## src/huffman_code_table_bit_packer_assert.svh

```systemverilog
// Assertion macros for the Huffman code table bit packer.
// Used by the top level; depends on nothing else.
`ifndef HUFFMAN_CODE_TABLE_BIT_PACKER_ASSERT_SVH
`define HUFFMAN_CODE_TABLE_BIT_PACKER_ASSERT_SVH

// Consequent must hold in the same cycle as the antecedent.
`define HCBP_ASSERT_NOW(name, clock, reset_n, ante, cons) \
    name: assert property (@(posedge clock) disable iff (!reset_n) (ante) |-> (cons)) \
        else $error("hcbp: same-cycle check failed");

// Consequent must hold in the cycle after the antecedent.
`define HCBP_ASSERT_NEXT(name, clock, reset_n, ante, cons) \
    name: assert property (@(posedge clock) disable iff (!reset_n) (ante) |=> (cons)) \
        else $error("hcbp: next-cycle check failed");

`endif

```

## src/hcbp_pkg.sv

```systemverilog
// Shared types and constants for the Huffman code table bit packer.
// Depends on nothing; used by every module of the block.
`default_nettype none

package hcbp_pkg;

    localparam int MAX_CODE_BITS = 32;
    localparam int SYMBOL_COUNT  = 256;
    localparam int BYTE_BITS     = 8;

    localparam int KIND_W = 2;
    localparam int SYM_W  = 8;
    localparam int CODE_W = 32;
    localparam int LEN_W  = 6;
    localparam int USED_W = 4;
    localparam int ADDR_W = (SYMBOL_COUNT > 1) ? $clog2(SYMBOL_COUNT) : 1;

    localparam logic [KIND_W-1:0] KIND_LOAD   = 2'd0;
    localparam logic [KIND_W-1:0] KIND_ENCODE = 2'd1;
    localparam logic [KIND_W-1:0] KIND_FLUSH  = 2'd2;

    typedef struct packed {
        logic [KIND_W-1:0] kind;
        logic [SYM_W-1:0]  symbol;
        logic [CODE_W-1:0] code_value;
        logic [LEN_W-1:0]  code_length;
    } item_t;

    typedef struct packed {
        logic [BYTE_BITS-1:0] out_byte;
        logic [USED_W-1:0]    bits_used;
        logic                 last;
    } result_t;

    typedef struct packed {
        logic load_wr;
        logic lookup;
        logic align;
        logic step;
        logic flush;
    } cmd_t;

    typedef struct packed {
        logic rem_zero;
        logic fills;
        logic pending;
        logic out_ready;
    } status_t;

endpackage

`default_nettype wire

```

## src/hcbp_ctrl.sv

```systemverilog
// Controller of the bit packer: sequences table loads, lookups, packing steps
// and flushes. Depends on hcbp_pkg; drives hcbp_datapath through cmd_t.
`default_nettype none

module hcbp_ctrl
    import hcbp_pkg::*;
(
    input  wire logic              clk,
    input  wire logic              rst_n,
    input  wire logic              item_valid,
    output logic                   item_stall,
    input  wire logic [KIND_W-1:0] item_kind,
    input  wire status_t           status,
    output cmd_t                   cmd
);

    typedef enum logic [3:0] {
        ST_IDLE  = 4'b0001,
        ST_ALIGN = 4'b0010,
        ST_PACK  = 4'b0100,
        ST_FLUSH = 4'b1000
    } state_t;

    state_t state_reg, state_next;

    always_comb
    begin
        state_next = state_reg;
        cmd        = '0;
        item_stall = state_reg != ST_IDLE;

        case (state_reg)
            ST_IDLE:
            begin
                if (item_valid)
                begin
                    case (item_kind)
                        KIND_LOAD:
                        begin
                            cmd.load_wr = 1'b1;
                        end
                        KIND_ENCODE:
                        begin
                            cmd.lookup = 1'b1;
                            state_next = ST_ALIGN;
                        end
                        KIND_FLUSH:
                        begin
                            state_next = ST_FLUSH;
                        end
                        default:
                        begin
                            state_next = ST_IDLE;
                        end
                    endcase
                end
            end
            ST_ALIGN:
            begin
                cmd.align  = 1'b1;
                state_next = ST_PACK;
            end
            ST_PACK:
            begin
                // A step that completes a byte must wait for the result register.
                if (status.rem_zero)
                begin
                    state_next = ST_IDLE;
                end
                else if (!status.fills)
                begin
                    cmd.step   = 1'b1;
                    state_next = ST_IDLE;
                end
                else if (status.out_ready)
                begin
                    cmd.step = 1'b1;
                end
            end
            ST_FLUSH:
            begin
                if (!status.pending || status.out_ready)
                begin
                    cmd.flush  = 1'b1;
                    state_next = ST_IDLE;
                end
            end
            default:
            begin
                state_next = ST_IDLE;
            end
        endcase
    end

    always_ff @(posedge clk or negedge rst_n)
    begin
        if (!rst_n)
        begin
            state_reg <= ST_IDLE;
        end
        else
        begin
            state_reg <= state_next;
        end
    end

endmodule

`default_nettype wire
```

## config.mk

```make
export PLATFORM = sky130hd
export DESIGN_NAME = hcbp_ctrl
export DESIGN_NICKNAME = d
export VERILOG_FILES = /design/src/huffman_code_table_bit_packer_assert.svh /design/src/hcbp_pkg.sv /design/src/hcbp_ctrl.sv
export SDC_FILE = /design/constraint.sdc
export NUM_CORES = 1
export LEC_CHECK = 0
export BUFFER_PORTS_ARGS = -buffer_cell sky130_fd_sc_hd__buf_2
export CORE_AREA = 2 2 39 41
export CTS_BUF_LIST = sky130_fd_sc_hd__clkbuf_16
export DETAILED_ROUTE_END_ITERATION = 7
export DIE_AREA = 0 0 41 43
export PLACE_DENSITY_LB_ADDON = 0.12
export SYNTH_ARGS = -nofsm -noshare
export SYNTH_HDL_FRONTEND = slang
export SYNTH_SLANG_ARGS = --single-unit
```

## constraint.sdc

```tcl
create_clock -name clk -period 1.8 [get_ports clk]
set_input_delay 0.36 -clock clk [delete_from_list [all_inputs] [get_ports clk]]
set_output_delay 0.36 -clock clk [all_outputs]
set_load 0.01 [all_outputs]
```

# Word level (Yosys, flattened, before mapping)
# Index checks and enable logic that the tools add are counted.
# word_totals
register_bits,4
latch_bits,0
mem_bits_rw,0
mem_bits_ro,0
inputBits,9
output_inout_bits,6
wordCells,33
n_memories,0
# classes
addsub,0
mul,0
div_mod_pow,0
order_cmp,0
eq_ne,11
n_shift,0
mux,17
bitwise_logic,0
n_reduce_logical,4
# ops
op,n
two-way mux 4 bit,4
one-hot mux 4 bit (4 select lines),1
one-hot mux 4 bit (3 select lines),1
two-way mux 1 bit,9
!= test 2 bit (second input constant),3
== test 4 x 1 -> 1 bit (second input constant),1
== test 4 x 2 -> 1 bit (second input constant),1
== test 4 x 3 -> 1 bit (second input constant),1
== test 4 bit (second input constant),1
two-way mux 2 bit,2
!= test 4 x 1 -> 1 bit (second input constant),1
AND reduction 4 bit,1
!= test 3 bit (second input constant),1
== test 2 x 1 -> 1 bit (second input constant),1
== test 2 bit (second input constant),1
zero test 2 bit,1
zero test 1 bit,1
logical OR 1 bit,1

# Longest topological paths before layout
# depth
depth_word,4
mapped_depth,5
mapped_depth_nobuf,5

# Worst setup path before layout
# OpenSTA, ideal clock, no wires.
# synth_timing
path_type,register to output
startpoint,register state_reg[1]
endpoint,output port cmd[0] (netlist bit)
arrival_time_ns,1.131
required_time_ns,1.440
setup_slack_ns,0.309
stages_incl_launch_ff,3
path_buffers,0
cell_sequence,dfrtp_1 > or4b_4 > a21oi_1
# synth_rtl
item,line,text
from (decl),hcbp_ctrl.sv:24,"state_t state_reg, state_next;"
from (signal assigned),hcbp_ctrl.sv:103,state_reg <= state_next;
to (decl),hcbp_ctrl.sv:14,output cmd_t cmd

==> results.toml <==
[logic_synthesis]
ys_ff_latch = 4
synth_cell_types = 20
netlist_area_um2 = 314
synthTopCellsByArea = "dfrtp_1 24%, ha_1 12%, dfstp_2 8.4%, inv_1 6.0%, nor2_1 6.0%"
synth_top_flop_cell = "dfrtp_1"
postSynthAreaPerCell_um2 = 8.72
syn_nets = 48
ys_seq_area_share_pct = 32.3
synth_top_area_share_pct = 23.9
synth-edff-count = 0
yosys.area.top_type = "dfrtp_1"
synth_common_cells = "5 x inv_1, 5 x nor2_1, 3 x dfrtp_1, 3 x ha_1"
syn_inst = 36
synthArstFlopShare_pct = 100
yosys_warnings = 0

[place]
dp_cells = 66
dp_hpwl_um = 572
gp_congestion = 0.589
io_buffer_count = 14

[clocking]
numCtsBuffers = 3
ctsHtreeMaxLevel = 1
clkTransAtPathRegs_ns = 0.03
max-clock-path-buffers = 2
cts_tree = "done"
cts.sinks = 4
clk_latency_ns = 0.22
clockRootBuffer = "clkbuf_16"

[floorplanning]
fp.dieArea_um2 = 1760
fp.dieW_um = 41
io_pins = 15
coreArea_um2 = 1380
fp.dieH_um = 43
start_util_pct = 22.7
rows = 14

[routing]
drt-total-wl_um = 697
final_antenna_net_count = 0
drc = 0
first_pass_iters = 3
via_per_inst = 4.26
drt_iter0_drc = 4
wl_per_cell_um = 9.68
vias = 307

[sta]
worst_slew_pin_slew_ns = 0.218
post-route-period-util_pct = 96.5
rsz0062_at_grt = "no"
period_minus_slack_ns = 1.74
fmax_mhz = 576
relSlewSlack_pct = 85.4
report.final.slew_viol_count = 0
tns_ns = 0
setup-violations-final = 0
hold_violations = 0
fin_skew_ns = 0.00520

[setup_path]
slowest_delay_ns = 0.51
startpoint_type = "flop"
cp_max_fo = 5
timing.rr.start = "state_reg[2]"
critPathBufInv = 1
crit_chain = "or4b_4 > a21oi_2 > buf_2"
cp_top_family = "simple AND/OR/NAND/NOR gates"
cp_slowest_cell = "or4b_4"
required_ns = 1.44
critPathKind = "flop to output pin"
endpoint_kind = "output pin"
crit_start = "state_reg[2]"
cp.arrival_ns = 1.38

[layout]
diodes = 0
area_delta_synth_final_pct = 62.2
layout.nets = 69
largest_reg_flops = 4
fin_cells = 72
drive_above_1_share_pct = 48.2

[hold_path]
hp-class = "input pin to flop"
min_from = "item_valid"

[power]
irDropWorstVdd_mv = 0.671
p_leak_nw = 0.281
p_total_mw = 0.530
p_per_area_nw_per_um2 = 1040

[grt]
grt_max_degree = 6
globalRouteTotalUtil_pct = 10.0
antenna_found_initial = 0
grt_pass1_vias = 290
gr-total-overflow = 0
grt_pass1_wl_um = 1210

[outcome]
status = "finished, final reports clean"

[flow_run]
cap_violations = 0
-- stage by stage --
stage	instance area (µm²)	hold WS [ns]	worst slack, ns	util (%)
after floorplan	314	0.0644	0.309	-
after CTS	493	0.477	0.0178	35.6
after detailed placement	404	0.169	0.251	29.2
final	509	0.438	0.0624	36.8
after global placement	404	0.168	0.267	29.2
after global routing	509	0.479	0.0123	36.8
-- final cells by class --
type | instances | area (µm²)
fillers | 143 | 875
well taps | 16 | 20.0
inverters | 5 | 18.8
clock buffers | 3 | 75.1
multi-input cells | 27 | 203
clock inverters | 1 | 3.75
repair buffers | 16 | 87.6
flip-flops and latches | 4 | 101
-- worst paths after layout --
path                                end  slack [ns]  cells after the start
setup / recovery                 cmd[0]        0.06                      3
hold / removal             state_reg[1]        0.44                      3
setup reg to reg           state_reg[3]        0.43                      3
hold reg to reg            state_reg[1]        0.70                      3
max in group asynchronous  state_reg[0]        1.11                      2
min in group asynchronous  state_reg[3]        0.48                      2
-- repair_timing --
action,CTS,global route
resized for setup,0,2
endpoints found under the setup margin,0,2
hold buffers,1,0
setup buffers,0,1
endpoints found under the hold margin,3,0
-- cells in the final DEF, fill, tap and decap left out --
cell type,count
buf_2,14
inv_1,6
nor2_1,5
ha_1,3
clkbuf_16,3
dfrtp_1,3
nor3_1,2
nand2_1,2
or2b_1,1
and2b_2,1
nand3_2,1
nand3_1,1
a21oi_1,1
or4b_4,1
a21oi_2,1
nor3b_2,1
o21bai_2,1
nand2b_1,1
a21boi_0,1
a21bo_2,1
and4_1,1
a211oi_1,1
or2_2,1
dlygate4sd3_1,1
buf_4,1
dfstp_2,1
-- metal layers --
metal / part of all wire [%] / global-route usage, %
met5: 0 / 0
met4: 0 / 4.00
met3: 7.0 / 3.14
met2: 45 / 13.4
met1: 48 / 14.4
-- logic make-up after synthesis --
logic type | Yosys count | synth area share, %
and+or+nand+nor | 18 | 35.1
AOI/OAI and AO/OA | 6 | 14.7
buffers and inverters | 5 | 5.98
DFF | 4 | 32.3
adders and majority gates | 3 | 12.0
-- power by group --
group          switching, mW  internal, mW
clock network         0.0621         0.287
registers            0.00631        0.0999
logic                 0.0384        0.0364
-- worst reg2reg max path: cells and delay by family, from the launching register on --
family / cells / cell delay (ns)
flops: 1 / 0.41
simple gates: 2 / 0.74
compound gates: 1 / 0.15
(Power assumes the default switching activity.)
